--- src/rtl/core/mptb_pkg.sv ---
package mptb_pkg;

	// default bank shape
	localparam int SLOTS_PER_GROUP_DEF = 8;
	localparam int GROUP_COUNT_DEF     = 2;
	localparam int COUNT_WIDTH_DEF     = 26;

	// fixed field widths
	localparam int REQ_W     = 3;
	localparam int SLOT_W    = 4;
	localparam int MS_W      = 16;
	localparam int STATUS_W  = 2;
	localparam int CFG_W     = 16;
	localparam int CFG_IDX_W = 1;

	// interval in microseconds: 65535 ms * 1000 fits in 26 bits
	localparam int US_W      = 26;
	localparam int MS_TO_US  = 1000;

	// expiry reports per tick
	localparam int MAX_EXPIRY = 8;
	localparam int EXP_CNT_W  = 4;

	localparam logic [CFG_W-1:0] PERIOD_RESET = 16'd1000;

	// request codes
	localparam logic [REQ_W-1:0] REQ_REGISTER    = 3'd0;
	localparam logic [REQ_W-1:0] REQ_OPEN_SLOT   = 3'd1;
	localparam logic [REQ_W-1:0] REQ_CLOSE_SLOT  = 3'd2;
	localparam logic [REQ_W-1:0] REQ_OPEN_GROUP  = 3'd3;
	localparam logic [REQ_W-1:0] REQ_CLOSE_GROUP = 3'd4;
	localparam logic [REQ_W-1:0] REQ_TICK        = 3'd5;

	// reply status codes
	localparam logic [STATUS_W-1:0] ST_OK        = 2'd0;
	localparam logic [STATUS_W-1:0] ST_NO_FREE   = 2'd1;
	localparam logic [STATUS_W-1:0] ST_TOO_SHORT = 2'd2;
	localparam logic [STATUS_W-1:0] ST_BAD_SLOT  = 2'd3;

	// result kinds
	localparam logic EV_REPLY  = 1'b0;
	localparam logic EV_EXPIRY = 1'b1;

	// configuration register indexes
	localparam logic [CFG_IDX_W-1:0] CFG_PERIOD0 = 1'd0;
	localparam logic [CFG_IDX_W-1:0] CFG_PERIOD1 = 1'd1;

	// commands from controller to datapath
	typedef struct packed {
		logic                capture;
		logic                div_start;
		logic                reg_commit;
		logic                slot_apply;
		logic                grp_apply;
		logic                ptr_clr;
		logic                ptr_inc;
		logic                rd_issue;
		logic                tick_write;
		logic                reply_push;
		logic [STATUS_W-1:0] reply_status;
		logic                pend_flush;
	} dp_cmd_t;

	// status from datapath to controller
	typedef struct packed {
		logic [REQ_W-1:0] req;
		logic             grp_ok;
		logic             slot_ok;
		logic             free_have;
		logic             too_short;
		logic             div_busy;
		logic             en_at_ptr;
		logic             ptr_last;
		logic             expire;
		logic             pend_valid;
		logic             out_free;
	} dp_stat_t;

endpackage

--- src/rtl/core/multiplexed_periodic_timer_bank.sv ---
// Bank of periodic software timers sharing the ticks of up to two tick groups.
// Requests enter on in_valid/in_stall (req_type, group, slot, interval_ms); one
// request is taken at a time, in_stall stays high until its work is done.
// Results leave on out_valid/out_stall through a single output register: one
// reply per command, or one expiry per wrapping slot of a tick (at most eight),
// with last set on the final result of the request. A tick with no wrap and an
// unknown request give no result.
// Registration decodes, runs 26 divider steps (one quotient bit per cycle) and
// replies; group open/close walk the group's slots; a tick walks its group,
// reading and updating each enabled slot through the single-port count
// memories. A result waits in the output register while out_stall is high; the
// next request is still taken, and its own result waits for the register to
// drain. cfg_write_en/cfg_index/cfg_data write the tick period registers; the
// user must do so only while the block is idle, which it does not enforce.
// Reset clears all slot claims and enables, empties the output register and
// sets both tick periods to 1000 us.
module multiplexed_periodic_timer_bank #(
	parameter int SLOTS_PER_GROUP = mptb_pkg::SLOTS_PER_GROUP_DEF,
	parameter int GROUP_COUNT     = mptb_pkg::GROUP_COUNT_DEF,
	parameter int COUNT_WIDTH     = mptb_pkg::COUNT_WIDTH_DEF
) (
	input  logic                          clk,
	input  logic                          arst_n,
	input  logic                          cfg_write_en,
	input  logic [mptb_pkg::CFG_IDX_W-1:0] cfg_index,
	input  logic [mptb_pkg::CFG_W-1:0]     cfg_data,
	input  logic                          in_valid,
	output logic                          in_stall,
	input  logic [mptb_pkg::REQ_W-1:0]     req_type,
	input  logic                          group,
	input  logic [mptb_pkg::SLOT_W-1:0]    slot,
	input  logic [mptb_pkg::MS_W-1:0]      interval_ms,
	output logic                          out_valid,
	input  logic                          out_stall,
	output logic                          event_kind,
	output logic [mptb_pkg::SLOT_W-1:0]    slot_out,
	output logic [mptb_pkg::STATUS_W-1:0]  status,
	output logic                          last
);
	import mptb_pkg::*;

	dp_cmd_t  cmd;
	dp_stat_t stat;

	// sequencer
	mptb_ctrl u_ctrl (
		.clk      (clk),
		.arst_n   (arst_n),
		.in_valid (in_valid),
		.in_stall (in_stall),
		.stat     (stat),
		.cmd      (cmd)
	);

	// slot state, counts, divider and output register
	mptb_dp #(
		.SLOTS_PER_GROUP (SLOTS_PER_GROUP),
		.GROUP_COUNT     (GROUP_COUNT),
		.COUNT_WIDTH     (COUNT_WIDTH)
	) u_dp (
		.clk          (clk),
		.arst_n       (arst_n),
		.cfg_write_en (cfg_write_en),
		.cfg_index    (cfg_index),
		.cfg_data     (cfg_data),
		.req_type     (req_type),
		.group        (group),
		.slot         (slot),
		.interval_ms  (interval_ms),
		.out_stall    (out_stall),
		.out_valid    (out_valid),
		.event_kind   (event_kind),
		.slot_out     (slot_out),
		.status       (status),
		.last         (last),
		.cmd          (cmd),
		.stat         (stat)
	);

endmodule

--- src/rtl/core/mptb_div.sv ---
module mptb_div (
	input  logic                     clk,
	input  logic                     arst_n,
	input  logic                     start,
	input  logic [mptb_pkg::US_W-1:0]  dividend,
	input  logic [mptb_pkg::CFG_W-1:0] divisor,
	output logic                     busy,
	output logic [mptb_pkg::US_W-1:0]  quotient
);
	import mptb_pkg::*;

	localparam int CNT_W = $clog2(US_W + 1);

	logic [CFG_W-1:0] rem_q;
	logic [CFG_W-1:0] div_q;
	logic [US_W-1:0]  quot_q;
	logic [CNT_W-1:0] cnt_q;
	logic [CFG_W:0]   shifted;
	logic             ge;
	logic [CFG_W:0]   diff;

	// one restoring step: bring down the next dividend bit
	assign shifted = {rem_q, quot_q[US_W-1]};
	assign ge      = shifted >= {1'b0, div_q};
	assign diff    = shifted - {1'b0, div_q};

	// step counter
	always_ff @(posedge clk or negedge arst_n) begin
		if (!arst_n) begin
			cnt_q <= '0;
		end else if (start) begin
			cnt_q <= CNT_W'(US_W);
		end else if (cnt_q != '0) begin
			cnt_q <= cnt_q - CNT_W'(1);
		end
	end

	// remainder and quotient shift register
	always_ff @(posedge clk) begin
		if (start) begin
			rem_q  <= '0;
			div_q  <= divisor;
			quot_q <= dividend;
		end else if (cnt_q != '0) begin
			rem_q  <= ge ? diff[CFG_W-1:0] : shifted[CFG_W-1:0];
			quot_q <= {quot_q[US_W-2:0], ge};
		end
	end

	assign busy     = cnt_q != '0;
	assign quotient = quot_q;

endmodule

--- src/rtl/core/mptb_ctrl.sv ---
module mptb_ctrl (
	input  logic               clk,
	input  logic               arst_n,
	input  logic               in_valid,
	output logic               in_stall,
	input  mptb_pkg::dp_stat_t stat,
	output mptb_pkg::dp_cmd_t  cmd
);
	import mptb_pkg::*;

	typedef enum logic [7:0] {
		S_IDLE     = 8'b0000_0001,
		S_DECODE   = 8'b0000_0010,
		S_DIV      = 8'b0000_0100,
		S_GRP_WALK = 8'b0000_1000,
		S_TICK_RD  = 8'b0001_0000,
		S_TICK_UPD = 8'b0010_0000,
		S_TICK_END = 8'b0100_0000,
		S_REPLY    = 8'b1000_0000
	} state_t;

	state_t              state_q, state_d;
	logic [STATUS_W-1:0] rsp_q, rsp_d;

	// next state and datapath commands
	always_comb begin
		state_d          = state_q;
		rsp_d            = rsp_q;
		cmd              = '0;
		cmd.reply_status = rsp_q;
		in_stall         = 1'b1;
		unique case (state_q)
			S_IDLE: begin
				in_stall = 1'b0;
				if (in_valid) begin
					cmd.capture = 1'b1;
					state_d     = S_DECODE;
				end
			end
			S_DECODE: begin
				unique case (stat.req) inside
					REQ_REGISTER: begin
						if (!stat.grp_ok) begin
							rsp_d   = ST_BAD_SLOT;
							state_d = S_REPLY;
						end else if (!stat.free_have) begin
							rsp_d   = ST_NO_FREE;
							state_d = S_REPLY;
						end else if (stat.too_short) begin
							rsp_d   = ST_TOO_SHORT;
							state_d = S_REPLY;
						end else begin
							cmd.div_start = 1'b1;
							state_d       = S_DIV;
						end
					end
					REQ_OPEN_SLOT, REQ_CLOSE_SLOT: begin
						state_d = S_REPLY;
						if (stat.slot_ok) begin
							cmd.slot_apply = 1'b1;
							rsp_d          = ST_OK;
						end else begin
							rsp_d = ST_BAD_SLOT;
						end
					end
					REQ_OPEN_GROUP, REQ_CLOSE_GROUP: begin
						if (stat.grp_ok) begin
							cmd.ptr_clr = 1'b1;
							rsp_d       = ST_OK;
							state_d     = S_GRP_WALK;
						end else begin
							rsp_d   = ST_BAD_SLOT;
							state_d = S_REPLY;
						end
					end
					REQ_TICK: begin
						if (stat.grp_ok) begin
							cmd.ptr_clr = 1'b1;
							state_d     = S_TICK_RD;
						end else begin
							state_d = S_IDLE;
						end
					end
					default: begin
						state_d = S_IDLE;
					end
				endcase
			end
			S_DIV: begin
				if (!stat.div_busy) begin
					cmd.reg_commit = 1'b1;
					rsp_d          = ST_OK;
					state_d        = S_REPLY;
				end
			end
			S_GRP_WALK: begin
				cmd.grp_apply = 1'b1;
				if (stat.ptr_last) begin
					state_d = S_REPLY;
				end else begin
					cmd.ptr_inc = 1'b1;
				end
			end
			S_TICK_RD: begin
				if (stat.en_at_ptr) begin
					cmd.rd_issue = 1'b1;
					state_d      = S_TICK_UPD;
				end else if (stat.ptr_last) begin
					state_d = S_TICK_END;
				end else begin
					cmd.ptr_inc = 1'b1;
				end
			end
			S_TICK_UPD: begin
				// a second expiry pushes the held one out, so it needs room
				if (!(stat.expire && stat.pend_valid && !stat.out_free)) begin
					cmd.tick_write = 1'b1;
					if (stat.ptr_last) begin
						state_d = S_TICK_END;
					end else begin
						cmd.ptr_inc = 1'b1;
						state_d     = S_TICK_RD;
					end
				end
			end
			S_TICK_END: begin
				if (!stat.pend_valid) begin
					state_d = S_IDLE;
				end else if (stat.out_free) begin
					cmd.pend_flush = 1'b1;
					state_d        = S_IDLE;
				end
			end
			S_REPLY: begin
				if (stat.out_free) begin
					cmd.reply_push = 1'b1;
					state_d        = S_IDLE;
				end
			end
			default: begin
				state_d = S_IDLE;
			end
		endcase
	end

	// state register
	always_ff @(posedge clk or negedge arst_n) begin
		if (!arst_n) begin
			state_q <= S_IDLE;
			rsp_q   <= ST_OK;
		end else begin
			state_q <= state_d;
			rsp_q   <= rsp_d;
		end
	end

endmodule

--- src/rtl/core/mptb_dp.sv ---
module mptb_dp #(
	parameter int SLOTS_PER_GROUP = mptb_pkg::SLOTS_PER_GROUP_DEF,
	parameter int GROUP_COUNT     = mptb_pkg::GROUP_COUNT_DEF,
	parameter int COUNT_WIDTH     = mptb_pkg::COUNT_WIDTH_DEF
) (
	input  logic                             clk,
	input  logic                             arst_n,
	input  logic                             cfg_write_en,
	input  logic [mptb_pkg::CFG_IDX_W-1:0]   cfg_index,
	input  logic [mptb_pkg::CFG_W-1:0]       cfg_data,
	input  logic [mptb_pkg::REQ_W-1:0]       req_type,
	input  logic                             group,
	input  logic [mptb_pkg::SLOT_W-1:0]      slot,
	input  logic [mptb_pkg::MS_W-1:0]        interval_ms,
	input  logic                             out_stall,
	output logic                             out_valid,
	output logic                             event_kind,
	output logic [mptb_pkg::SLOT_W-1:0]      slot_out,
	output logic [mptb_pkg::STATUS_W-1:0]    status,
	output logic                             last,
	input  mptb_pkg::dp_cmd_t                cmd,
	output mptb_pkg::dp_stat_t               stat
);
	import mptb_pkg::*;

	localparam int TOTAL = SLOTS_PER_GROUP * GROUP_COUNT;
	localparam int IDX_W = (TOTAL > 1) ? $clog2(TOTAL) : 1;
	localparam int PTR_W = (SLOTS_PER_GROUP > 1) ? $clog2(SLOTS_PER_GROUP) : 1;
	localparam logic [PTR_W-1:0] PTR_LAST = PTR_W'(SLOTS_PER_GROUP - 1);
	localparam int CW = COUNT_WIDTH;

	logic [CFG_W-1:0]     period0_q, period1_q;
	logic [REQ_W-1:0]     req_q;
	logic                 grp_q;
	logic [SLOT_W-1:0]    slot_q;
	logic [US_W-1:0]      us_q;
	logic [TOTAL-1:0]     used_q, en_q;
	logic [PTR_W-1:0]     ptr_q;
	logic [IDX_W-1:0]     alloc_q;
	logic [CW-1:0]        reload_mem [TOTAL];
	logic [CW-1:0]        run_mem [TOTAL];
	logic [CW-1:0]        reload_rd_q, run_rd_q;
	logic [EXP_CNT_W-1:0] cnt_q;
	logic                 pend_valid_q;
	logic [IDX_W-1:0]     pend_idx_q;
	logic                 out_valid_q, event_kind_q, last_q;
	logic [SLOT_W-1:0]    slot_out_q;
	logic [STATUS_W-1:0]  status_q;

	logic                   grp_ok, grp_eff, slot_in_range, slot_ok, want;
	logic [IDX_W-1:0]       cur_idx, slot_idx, free_idx;
	logic [SLOTS_PER_GROUP-1:0] grp_used;
	logic                   free_have;
	logic [PTR_W-1:0]       free_ptr;
	logic [CFG_W-1:0]       period_sel, period_eff;
	logic                   too_short;
	logic                   div_busy;
	logic [US_W-1:0]        quot;
	logic [CW-1:0]          reload_new;
	logic [CW-1:0]          run_next;
	logic                   wrap, expire, out_free, push_pend;
	logic                   run_we;
	logic [IDX_W-1:0]       run_addr;
	logic [CW-1:0]          run_data;
	logic [SLOT_W-1:0]      reply_slot;

	// group and slot addressing
	assign grp_ok        = int'(grp_q) < GROUP_COUNT;
	assign grp_eff       = grp_ok & grp_q;
	assign cur_idx       = IDX_W'(int'(grp_eff) * SLOTS_PER_GROUP + int'(ptr_q));
	assign slot_idx      = IDX_W'(slot_q);
	assign slot_in_range = int'(slot_q) < TOTAL;
	assign slot_ok       = slot_in_range && used_q[slot_idx];
	assign want          = (req_q == REQ_OPEN_SLOT) || (req_q == REQ_OPEN_GROUP);
	assign grp_used      = used_q[int'(grp_eff) * SLOTS_PER_GROUP +: SLOTS_PER_GROUP];

	// lowest free slot of the group
	always_comb begin
		free_have = 1'b0;
		free_ptr  = '0;
		for (int i = SLOTS_PER_GROUP - 1; i >= 0; i--) begin
			if (!grp_used[i]) begin
				free_have = 1'b1;
				free_ptr  = PTR_W'(i);
			end
		end
	end
	assign free_idx = IDX_W'(int'(grp_eff) * SLOTS_PER_GROUP + int'(free_ptr));

	// tick period of the group, zero read as one
	assign period_sel = grp_eff ? period1_q : period0_q;
	assign period_eff = (period_sel == '0) ? CFG_W'(1) : period_sel;
	assign too_short  = us_q < US_W'(period_eff);

	// reload count divider
	mptb_div u_div (
		.clk      (clk),
		.arst_n   (arst_n),
		.start    (cmd.div_start),
		.dividend (us_q),
		.divisor  (period_eff),
		.busy     (div_busy),
		.quotient (quot)
	);

	// saturate the quotient to the count width
	if (CW >= US_W) begin : g_nosat
		assign reload_new = CW'(quot);
	end else begin : g_sat
		assign reload_new = (|quot[US_W-1:CW]) ? {CW{1'b1}} : quot[CW-1:0];
	end

	// tick arithmetic on the fetched slot
	assign run_next  = run_rd_q + CW'(1);
	assign wrap      = run_next >= reload_rd_q;
	assign expire    = wrap && (cnt_q != EXP_CNT_W'(MAX_EXPIRY));
	assign out_free  = !out_valid_q || !out_stall;
	assign push_pend = (cmd.tick_write && expire && pend_valid_q) || cmd.pend_flush;

	// configuration registers
	always_ff @(posedge clk or negedge arst_n) begin
		if (!arst_n) begin
			period0_q <= PERIOD_RESET;
			period1_q <= PERIOD_RESET;
		end else if (cfg_write_en) begin
			unique case (cfg_index)
				CFG_PERIOD0: period0_q <= cfg_data;
				CFG_PERIOD1: period1_q <= cfg_data;
				default: ;
			endcase
		end
	end

	// request capture, interval scaled to microseconds
	always_ff @(posedge clk) begin
		if (cmd.capture) begin
			req_q  <= req_type;
			grp_q  <= group;
			slot_q <= slot;
			us_q   <= US_W'(32'(interval_ms) * 32'(MS_TO_US));
		end
		if (cmd.div_start) begin
			alloc_q <= free_idx;
		end
	end

	// used and enable marks, walk pointer, expiry tracking
	always_ff @(posedge clk or negedge arst_n) begin
		if (!arst_n) begin
			used_q       <= '0;
			en_q         <= '0;
			ptr_q        <= '0;
			cnt_q        <= '0;
			pend_valid_q <= 1'b0;
		end else begin
			if (cmd.reg_commit) begin
				used_q[alloc_q] <= 1'b1;
				en_q[alloc_q]   <= 1'b0;
			end
			if (cmd.slot_apply) begin
				en_q[slot_idx] <= want;
			end
			if (cmd.grp_apply && used_q[cur_idx]) begin
				en_q[cur_idx] <= want;
			end
			if (cmd.ptr_clr) begin
				ptr_q <= '0;
			end else if (cmd.ptr_inc) begin
				ptr_q <= ptr_q + PTR_W'(1);
			end
			if (cmd.capture) begin
				cnt_q        <= '0;
				pend_valid_q <= 1'b0;
			end else if (cmd.tick_write && expire) begin
				cnt_q        <= cnt_q + EXP_CNT_W'(1);
				pend_valid_q <= 1'b1;
			end else if (cmd.pend_flush) begin
				pend_valid_q <= 1'b0;
			end
		end
	end

	always_ff @(posedge clk) begin
		if (cmd.tick_write && expire) begin
			pend_idx_q <= cur_idx;
		end
	end

	// running count write port
	always_comb begin
		run_we   = 1'b0;
		run_addr = cur_idx;
		run_data = '0;
		if (cmd.reg_commit) begin
			run_we   = 1'b1;
			run_addr = alloc_q;
		end else if (cmd.slot_apply && (en_q[slot_idx] != want)) begin
			run_we   = 1'b1;
			run_addr = slot_idx;
		end else if (cmd.grp_apply && used_q[cur_idx]) begin
			run_we = 1'b1;
		end else if (cmd.tick_write) begin
			run_we   = 1'b1;
			run_data = wrap ? '0 : run_next;
		end
	end

	// count memories
	always_ff @(posedge clk) begin
		if (run_we) begin
			run_mem[run_addr] <= run_data;
		end
		if (cmd.reg_commit) begin
			reload_mem[alloc_q] <= reload_new;
		end
		if (cmd.rd_issue) begin
			run_rd_q    <= run_mem[cur_idx];
			reload_rd_q <= reload_mem[cur_idx];
		end
	end

	// output register
	assign reply_slot = ((req_q == REQ_REGISTER) && (cmd.reply_status == ST_OK)) ?
		SLOT_W'(alloc_q) : '0;

	always_ff @(posedge clk or negedge arst_n) begin
		if (!arst_n) begin
			out_valid_q <= 1'b0;
		end else if (cmd.reply_push || push_pend) begin
			out_valid_q <= 1'b1;
		end else if (!out_stall) begin
			out_valid_q <= 1'b0;
		end
	end

	always_ff @(posedge clk) begin
		if (cmd.reply_push) begin
			event_kind_q <= EV_REPLY;
			slot_out_q   <= reply_slot;
			status_q     <= cmd.reply_status;
			last_q       <= 1'b1;
		end else if (push_pend) begin
			event_kind_q <= EV_EXPIRY;
			slot_out_q   <= SLOT_W'(pend_idx_q);
			status_q     <= ST_OK;
			last_q       <= cmd.pend_flush;
		end
	end

	assign out_valid  = out_valid_q;
	assign event_kind = event_kind_q;
	assign slot_out   = slot_out_q;
	assign status     = status_q;
	assign last       = last_q;

	// status to controller
	always_comb begin
		stat            = '0;
		stat.req        = req_q;
		stat.grp_ok     = grp_ok;
		stat.slot_ok    = slot_ok;
		stat.free_have  = free_have;
		stat.too_short  = too_short;
		stat.div_busy   = div_busy;
		stat.en_at_ptr  = en_q[cur_idx];
		stat.ptr_last   = ptr_q == PTR_LAST;
		stat.expire     = expire;
		stat.pend_valid = pend_valid_q;
		stat.out_free   = out_free;
	end

	// a slot is only ever enabled once claimed
	a_en_used: assert property (@(posedge clk) disable iff (!arst_n)
		(en_q & ~used_q) == '0)
		else $error("enabled slot that is not claimed");

	// a registration claims a slot that was free
	a_commit_free: assert property (@(posedge clk) disable iff (!arst_n)
		cmd.reg_commit |-> !used_q[alloc_q])
		else $error("registration onto a claimed slot");

	// nothing is loaded over a result still waiting
	a_push_room: assert property (@(posedge clk) disable iff (!arst_n)
		(cmd.reply_push || push_pend) |-> out_free)
		else $error("output overwritten while stalled");

	// at most eight expiries per tick
	a_cnt_bound: assert property (@(posedge clk) disable iff (!arst_n)
		cnt_q <= EXP_CNT_W'(MAX_EXPIRY))
		else $error("expiry count beyond limit");

endmodule

--- config.mk ---
export PLATFORM = sky130hd
export DESIGN_NAME = multiplexed_periodic_timer_bank
export DESIGN_NICKNAME = d
export VERILOG_FILES = /design/src/rtl/core/mptb_pkg.sv /design/src/rtl/core/multiplexed_periodic_timer_bank.sv /design/src/rtl/core/mptb_div.sv /design/src/rtl/core/mptb_ctrl.sv /design/src/rtl/core/mptb_dp.sv
export SDC_FILE = /design/constraint.sdc
export NUM_CORES = 1
export LEC_CHECK = 0
export BUFFER_PORTS_ARGS = -buffer_cell sky130_fd_sc_hd__buf_2
export CORE_MARGIN = 5
export CORE_UTILIZATION = 35
export DETAILED_ROUTE_END_ITERATION = 16
export PLACE_DENSITY = 0.56
export SYNTH_ARGS = -nofsm -noshare
export SYNTH_HDL_FRONTEND = slang
export SYNTH_SLANG_ARGS = --single-unit
export TNS_END_PERCENT = 20
--- constraint.sdc ---
create_clock -name clk -period 5.3 [get_ports clk]
set_input_delay 0.265 -clock clk [delete_from_list [all_inputs] [get_ports clk]]
set_output_delay 0.265 -clock clk [all_outputs]
set_load 0.1 [all_outputs]
Word-level counts from Yosys, hierarchy flattened
Memories as Yosys holds them, arrays and structs flattened. A register that Yosys moved wholly into a read port is not among the register bits.
Index checks and enable logic that the tools add are counted.
{"block": "totals", "mem_bits_rw": 832, "wordCells": 225, "out_inout_bits": 10, "reg_bits": 193, "memories": 2, "inputBits": 46}
{"memory": "u_dp.reload_mem", "words": 16, "word_bits": 26, "rd": 1, "rd_ports_with_merged_regs": 1, "wr": 1, "line": "mptb_dp.sv:40", "text": "logic [CW-1:0] reload_mem [TOTAL];"}
{"memory": "u_dp.run_mem", "words": 16, "word_bits": 26, "rd": 1, "rd_ports_with_merged_regs": 1, "wr": 1, "line": "mptb_dp.sv:41", "text": "logic [CW-1:0] run_mem [TOTAL];"}
{"block": "classes", "eq_ne": 24, "shifts": 1, "mux": 117, "bitwise_logic": 4, "reduce_logical": 35, "add_sub_neg": 7, "n_mul": 1, "magnitude_cmp": 9}
{"cell": "26-bit 2-to-1 mux", "count": 7}
{"cell": "16-bit 2-to-1 mux", "count": 6}
{"cell": "8-bit 2-to-1 mux", "count": 10}
{"cell": "8-bit one-hot mux with 8 select lines", "count": 1}
{"cell": "1-bit 2-to-1 mux", "count": 54}
{"cell": "16-bit bitwise mux", "count": 2}
{"cell": "8-bit one-hot mux with 4 select lines", "count": 1}
{"cell": "3-bit 2-to-1 mux", "count": 10}
{"cell": "4-bit 2-to-1 mux", "count": 7}
{"cell": "26-bit by 1-bit adder with 26-bit output (second input constant)", "count": 1}
{"cell": "26-bit greater-or-equal comparator", "count": 1}
{"cell": "26-bit by 16-bit < comparator with 1-bit output", "count": 1}
{"cell": "16-bit by 7-bit multiplier with 23-bit output (second input constant)", "count": 1}
{"cell": "17-bit by 16-bit greater-or-equal comparator with 1-bit output", "count": 1}
{"cell": "16-bit bitwise AND", "count": 1}
{"cell": "1-bit binary-select mux with 4-bit select", "count": 4}
{"cell": "16-bit zero test", "count": 1}
{"cell": "16-bit inverter", "count": 1}
{"cell": "16-bit OR", "count": 1}
{"cell": "16-bit by 5-bit indexed part select with 8-bit output", "count": 1}
{"cell": "16-bit subtractor", "count": 1}
{"cell": "4-bit by 5-bit < comparator with 1-bit output (second input constant)", "count": 3}
{"cell": "1-bit demux with 4-bit select", "count": 3}
{"cell": "4-bit by 1-bit greater-or-equal comparator with 1-bit output (second input constant)", "count": 3}
{"cell": "41 further kinds", "count": 76}

Depth between registers and ports, before layout
{"block": "depth", "depth_word": 13, "ltp_mapped": 17, "mapped_depth_nobuf": 16}

Modules after synthesis
From an unflattened synthesis, not the netlist that was laid out.
{"block": "unflattened", "cells_unflattened": 2701, "area_unflattened_um2": 47673.2}
{"module": "mptb_dp", "area_per_inst_um2": 43085.1, "n_inst": 1, "cells_per_inst": 2233, "seq_area_each_um2": 29778.6}
{"module": "mptb_div", "area_per_inst_um2": 3666.0, "n_inst": 1, "cells_per_inst": 349, "seq_area_each_um2": 1706.6}
{"module": "mptb_ctrl", "area_per_inst_um2": 922.1, "n_inst": 1, "cells_per_inst": 119, "seq_area_each_um2": 251.5}

Worst setup path after synthesis
OpenSTA, ideal clock, no wires.
{"block": "synth_path", "kind": "reg-to-reg", "from": "reg u_dp.run_rd_q[0], read port of u_dp.run_mem", "to": "mem u_dp.run_mem[11][0] (netlist name), enable pin", "path_stages_with_launch": 15, "arrival_time_ns": 4.044, "synth_period_minus_slack_ns": 4.453, "t_required_ns": 4.891, "n_path_buf": 0, "path_slack_ns": 0.847, "setup_time_ns": 0.409, "path_cell_list": "edfxtp_1 > ha_1 > nand4_1 > inv_1 > nand4_1 > nor2_1 > xor2_1 > ha_1 > and4_1 > a221oi_1 > a21o_1 > nand4_1 > nand4_1 > nand3_1 > nor2_1"}
{"block": "synth_between", "elab_chain_len": 13}
{"item": "start: declaration", "line": "mptb_dp.sv:42", "text": "logic [CW-1:0] reload_rd_q, run_rd_q;"}
{"item": "26-bit by 1-bit adder with 26-bit output", "line": "mptb_dp.sv:114", "text": "assign run_next = run_rd_q + CW'(1);"}
{"item": "26-bit greater-or-equal comparator", "line": "mptb_dp.sv:115", "text": "assign wrap = run_next >= reload_rd_q;"}
{"item": "1-bit logical AND", "line": "mptb_dp.sv:116", "text": "assign expire = wrap && (cnt_q != EXP_CNT_W'(MAX_EXPIRY));"}
{"item": "1-bit logical AND (2 in series)", "line": "mptb_ctrl.sv:116", "text": "if (!(stat.expire && stat.pend_valid && !stat.out_free)) begin"}
{"item": "1-bit 2-to-1 mux", "line": "mptb_ctrl.sv:116"}
{"item": "1-bit 2-to-1 mux", "line": "mptb_ctrl.sv:32", "text": "unique case (state_q)"}
{"item": "1-bit 2-to-1 mux", "line": "mptb_dp.sv:202", "text": "end else if (cmd.tick_write) begin"}
{"item": "1-bit 2-to-1 mux", "line": "mptb_dp.sv:200", "text": "end else if (cmd.grp_apply && used_q[cur_idx]) begin"}
{"item": "1-bit 2-to-1 mux", "line": "mptb_dp.sv:197", "text": "end else if (cmd.slot_apply && (en_q[slot_idx] != want)) begin"}
{"item": "1-bit 2-to-1 mux", "line": "mptb_dp.sv:194", "text": "if (cmd.reg_commit) begin"}
{"item": "1-bit 2-to-1 mux", "line": "mptb_dp.sv:210", "text": "if (run_we) begin"}
{"item": "1-bit 2-to-1 mux (implied by the code)", "line": "mptb_dp.sv:211", "text": "run_mem[run_addr] <= run_data;"}
{"item": "end: declaration", "line": "mptb_dp.sv:41"}
No other way between the ends.

Worst setup path after layout
{"block": "layout_path", "from": "reg u_dp.run_rd_q[0], read port of u_dp.run_mem", "to": "mem u_dp.run_mem[10][20] (netlist name), data pin"}
{"block": "layout_between", "elab_chain_len": 11, "word_cells_on_any_way": 12, "cone_classes": "1 x add/sub; 1 x order compare; 7 x mux; 3 x reduce/logical"}
{"item": "26-bit by 1-bit adder with 26-bit output *", "line": "mptb_dp.sv:114"}
{"item": "26-bit greater-or-equal comparator", "line": "mptb_dp.sv:115"}
{"item": "1-bit logical AND", "line": "mptb_dp.sv:116"}
{"item": "1-bit logical AND (2 in series)", "line": "mptb_ctrl.sv:116"}
{"item": "1-bit 2-to-1 mux", "line": "mptb_ctrl.sv:116"}
{"item": "1-bit 2-to-1 mux", "line": "mptb_ctrl.sv:32"}
{"item": "26-bit 2-to-1 mux *", "line": "mptb_dp.sv:202"}
{"item": "26-bit 2-to-1 mux *", "line": "mptb_dp.sv:200"}
{"item": "26-bit 2-to-1 mux *", "line": "mptb_dp.sv:197"}
{"item": "26-bit 2-to-1 mux *", "line": "mptb_dp.sv:194"}
{"item": "named net u_dp.run_data[20]", "line": "mptb_dp.sv:64", "text": "logic [CW-1:0] run_data;"}
Mark *: on every way through the listed nets, which the timed path passes. The rest lies on a longest branch.

==> flow_summary.json <==
{
  "outcome": "finished, final reports clean",
  "synth-seq-cells": 1077,
  "synth_area_leader_cell": "edfxtp_1",
  "track_usage_pct": 15.08,
  "synth_area_sq_mm": 0.04685,
  "cts_setup_buffers": 0,
  "place_congestion": 0.8341,
  "p_leak_nw": 17.16,
  "slew_headroom_pct": 14.28,
  "critPathKind": "reg2reg",
  "min_delay_path_depth": 3,
  "crit_fanout": 26,
  "synth_edf_count": 971,
  "grt_overflow": 0,
  "first_pass_iters": 5,
  "peakVddDrop_v": 0.0003456,
  "reg2reg_from": "u_dp.run_rd_q[0]$_DFFE_PP_",
  "final.setup.tns_ps": 0,
  "start_util_pct": 35.15,
  "ys_seq_area_share_pct": 67.73,
  "die_y_um": 375.9,
  "vias": 23939,
  "hold_path_class": "in2reg",
  "cap_viol_max_count": 0,
  "worstPathCellList": "ha_1, nand4_1, inv_1, nand4_1, nor2_1, xor2_1, ha_1, and4_1, a221oi_1, buf_4, a21o_1, nand4_1, buf_12, nor2b_1",
  "clock_latency_ps": 690,
  "crit_path_max_incr_delay_ps": 880,
  "synthTopCellsByArea": "edfxtp_1 (62%), mux4_2 (13%), dfrtp_1 (4.0%)",
  "area_delta_synth_final_pct": 14.63,
  "critPathCaptureType": "flip-flop",
  "cts_made_buffers": 107,
  "tightest_slew_ps": 1278,
  "critPathArrivalTime_ps": 5020,
  "htree_levels": 3,
  "drc": 0,
  "slew_viol_final": 0,
  "cts_tree": "yes",
  "min_period_ps": 4707,
  "rows": 134,
  "ff2ff_setup_slack_ps": 590,
  "fmax_mhz": 212.5,
  "finalCritPeriodShare_pct": 88.81,
  "syn_avg_cell_area_sq_um": 18.08,
  "power_density_mw_per_mm2": 443.2,
  "crit_slowest_cell": "nor2b_1",
  "antenna_found_initial": 0,
  "r2r_cells": 14,
  "cts_root_buf": "clkbuf_16",
  "core_area_sq_mm": 0.1333,
  "synthFlopType": "edfxtp_1",
  "synth_cells": 2591,
  "wl_um": 106600,
  "cts_sinks": 1077,
  "die_w_um": 375.9,
  "dp_hpwl_um": 63760,
  "fin_skew_ps": 20.42,
  "viasPerCell": 5.177,
  "synth_cell_type_count": 75,
  "ant_nets": 0,
  "nets": 2979,
  "finalSetupViolCount": 0,
  "fillers": 11939,
  "top_level_ports": 56,
  "io_buffers": 55,
  "place_ws_ps": 477.7,
  "dieArea_sq_mm": 0.1413,
  "diodes": 0,
  "synthesis.nets": 2809,
  "drt_iter0_drc": 1785,
  "grt_start_max_net_pins": 111,
  "startpoint_type": "flip-flop",
  "async_reset_ff_share_pct": 8.171,
  "hold_end": "u_dp.us_q[6]$_DFFE_PP_",
  "clk_pin_slew_ps": 60,
  "cp_top_family": "simple AND/OR/NAND/NOR gates",
  "hold_start": "interval_ms[3]",
  "wl_per_cell_um": 23.06,
  "yosysWarnings": 0,
  "cp.required_ps": 5620,
  "layout_setup_ws_ps": 593.1,
  "netlist.area_leader.share_pct": 62.23,
  "hold_viol": 0,
  "drive_gt1_share_pct": 24.23,
  "grt_pass1_vias": 25581,
  "rsz0062_at_grt": "no",
  "r2r_end": "u_dp.run_mem[10][20]$_DFFE_PP_",
  "cts_max_path_buffers": 3,
  "path_common_cell": "nand4_1",
  "grt_pass1_wl_um": 161300,
  "critPathBufInv": 3,
  "ctsResizeCount": 0
}
[registers in the layout (all words and copies together) (netlist names), 2 cells and up]
signal and cells:
u_dp.pend_idx_q 4, u_dp.period0_q 16, u_dp.run_rd_q 26, u_dp.cnt_q 4
u_dp.alloc_q 4, u_dp.us_q 23, u_dp.en_q 16, u_dp.u_div.quotient 26
u_dp.run_mem 416, u_ctrl.state_q 8, u_dp.slot_idx 4, u_dp.req_q 3
u_dp.reload_mem 416, u_ctrl.rsp_q 2, u_dp.period1_q 16, u_dp.slot_out 4
u_dp.status 2, u_dp.used_q 16, u_dp.u_div.div_q 16, u_dp.u_div.rem_q 16
u_dp.u_div.cnt_q 5, u_dp.ptr_q 3, u_dp.reload_rd_q 26
[power breakdown]
| group | leakage [nW] | internal, W | switching, W |
|---|---|---|---|
| clock network | 1.70 | 0.00433 | 0.00316 |
| logic | 6.23 | 0.00241 | 0.00273 |
| registers | 9.23 | 0.0103 | 0.000872 |
[worst max path at each step]
stage,start,end,slack (ps),depth (start not counted)
after floorplan,u_dp.run_rd_q[0]$_DFFE_PP_,u_dp.run_mem[11][0]$_DFFE_PP_,850,14
after global placement,interval_ms[0],u_dp.us_q[24]$_DFFE_PP_,500,16
after detailed placement,interval_ms[0],u_dp.us_q[24]$_DFFE_PP_,480,16
after CTS,u_dp.run_rd_q[0]$_DFFE_PP_,u_dp.run_mem[6][20]$_DFFE_PP_,600,14
after global routing,interval_ms[0],u_dp.us_q[24]$_DFFE_PP_,210,17
final,u_dp.run_rd_q[0]$_DFFE_PP_,u_dp.run_mem[10][20]$_DFFE_PP_,590,14
[final cells by class]
type                            count  area [sq um]  area share [%]
Sequential cell                  1077         31750           59.11
Clock inverter                     62         553.0           1.030
Tap cell                         1768          2212           4.119
Multi-Input combinational cell   1263         14330           26.68
Clock buffer                      142          2934           5.463
Inverter                          157         589.3           1.097
Timing Repair Buffer              155          1344           2.502
[Yosys cell counts (all sizes together) (7+ instances only)]
cell type,count
a31oi,7
and3,12
mux2,57
nand2,90
xnor2,39
clkbuf,60
xor2,22
buf,34
nor4,8
or2,21
o21ai,51
nand4,23
nand3,40
nor2b,36
nand2b,22
dfxtp,18
a21oi,50
a21o,22
dfrtp,75
or3,7
mux2i,50
inv,157
nand3b,9
nor2,123
o22ai,8
nor3,22
fa,55
o21a,11
dfstp,13
mux4,279
edfxtp,971
ha,117
a211oi,17
[cells by family (layout without fill, tap and decap cells)]
group	Yosys count	count (layout)	share of synthesized area (%)
fa+ha+maj	172	172	5.474
simple gates	432	432	4.633
compound gates	212	212	2.940
mux	386	386	15.90
xor+xnor	61	61	1.140
flops	1077	1077	67.73
buf+inv	251	516	2.174
[per-stage QoR]
step	hold slack (ps)	util, %	cell area (sq um)	total power [W]	cells
2_1_floorplan	-30.59	-	46850	0.01497	2591
3_3_place_gp	189.5	37.45	49910	0.01638	4389
3_5_place_dp	199.5	37.45	49910	0.01654	4389
4_1_cts	35.45	40.29	53710	0.02407	4624
5_1_grt	64.77	40.29	53710	0.02506	4624
6_report	94.24	40.29	53710	0.02380	4624
[metal layers]
metal	up-vias	track usage, %	routed length [um]
li1	10583	-	-
met1	12651	19.84	45560
met2	557	26.19	54290
met3	148	2.522	4481
met4	0	3.711	2301
met5	-	0	0
[worst min-delay path, stage by stage]
cell   delay, ps
buf_2        130
ha_1         150
ha_1         130
[placed cells by master, fill, tap and decap left out, types with 10 or more instances in the layout]
cell type and n:
a211oi_1 17, a21o_1 19, a21oi_1 50, and3_1 12, buf_12 19, buf_2 54
buf_4 51, clkbuf_1 24, clkbuf_16 110, clkinv_1 24, clkinv_2 17, dfrtp_1 72
dfstp_2 13, dfxtp_1 18, dlygate4sd3_1 31, edfxtp_1 971, fa_1 55, ha_1 117
inv_1 157, mux2_2 57, mux2i_1 50, mux4_2 272, nand2_1 90, nand2b_1 22
nand3_1 36, nand4_1 23, nor2_1 95, nor2_4 28, nor2b_1 35, nor3_1 22
o21a_1 10, o21ai_0 49, or2_2 21, xnor2_1 39, xor2_1 22
[repair_timing]
action	4_1_cts	5_1_grt
endpoints found under the setup margin	0	0
hold endpoints to repair	74	0
hold buffers	31	0
Power figures use the tool's default switching activity.
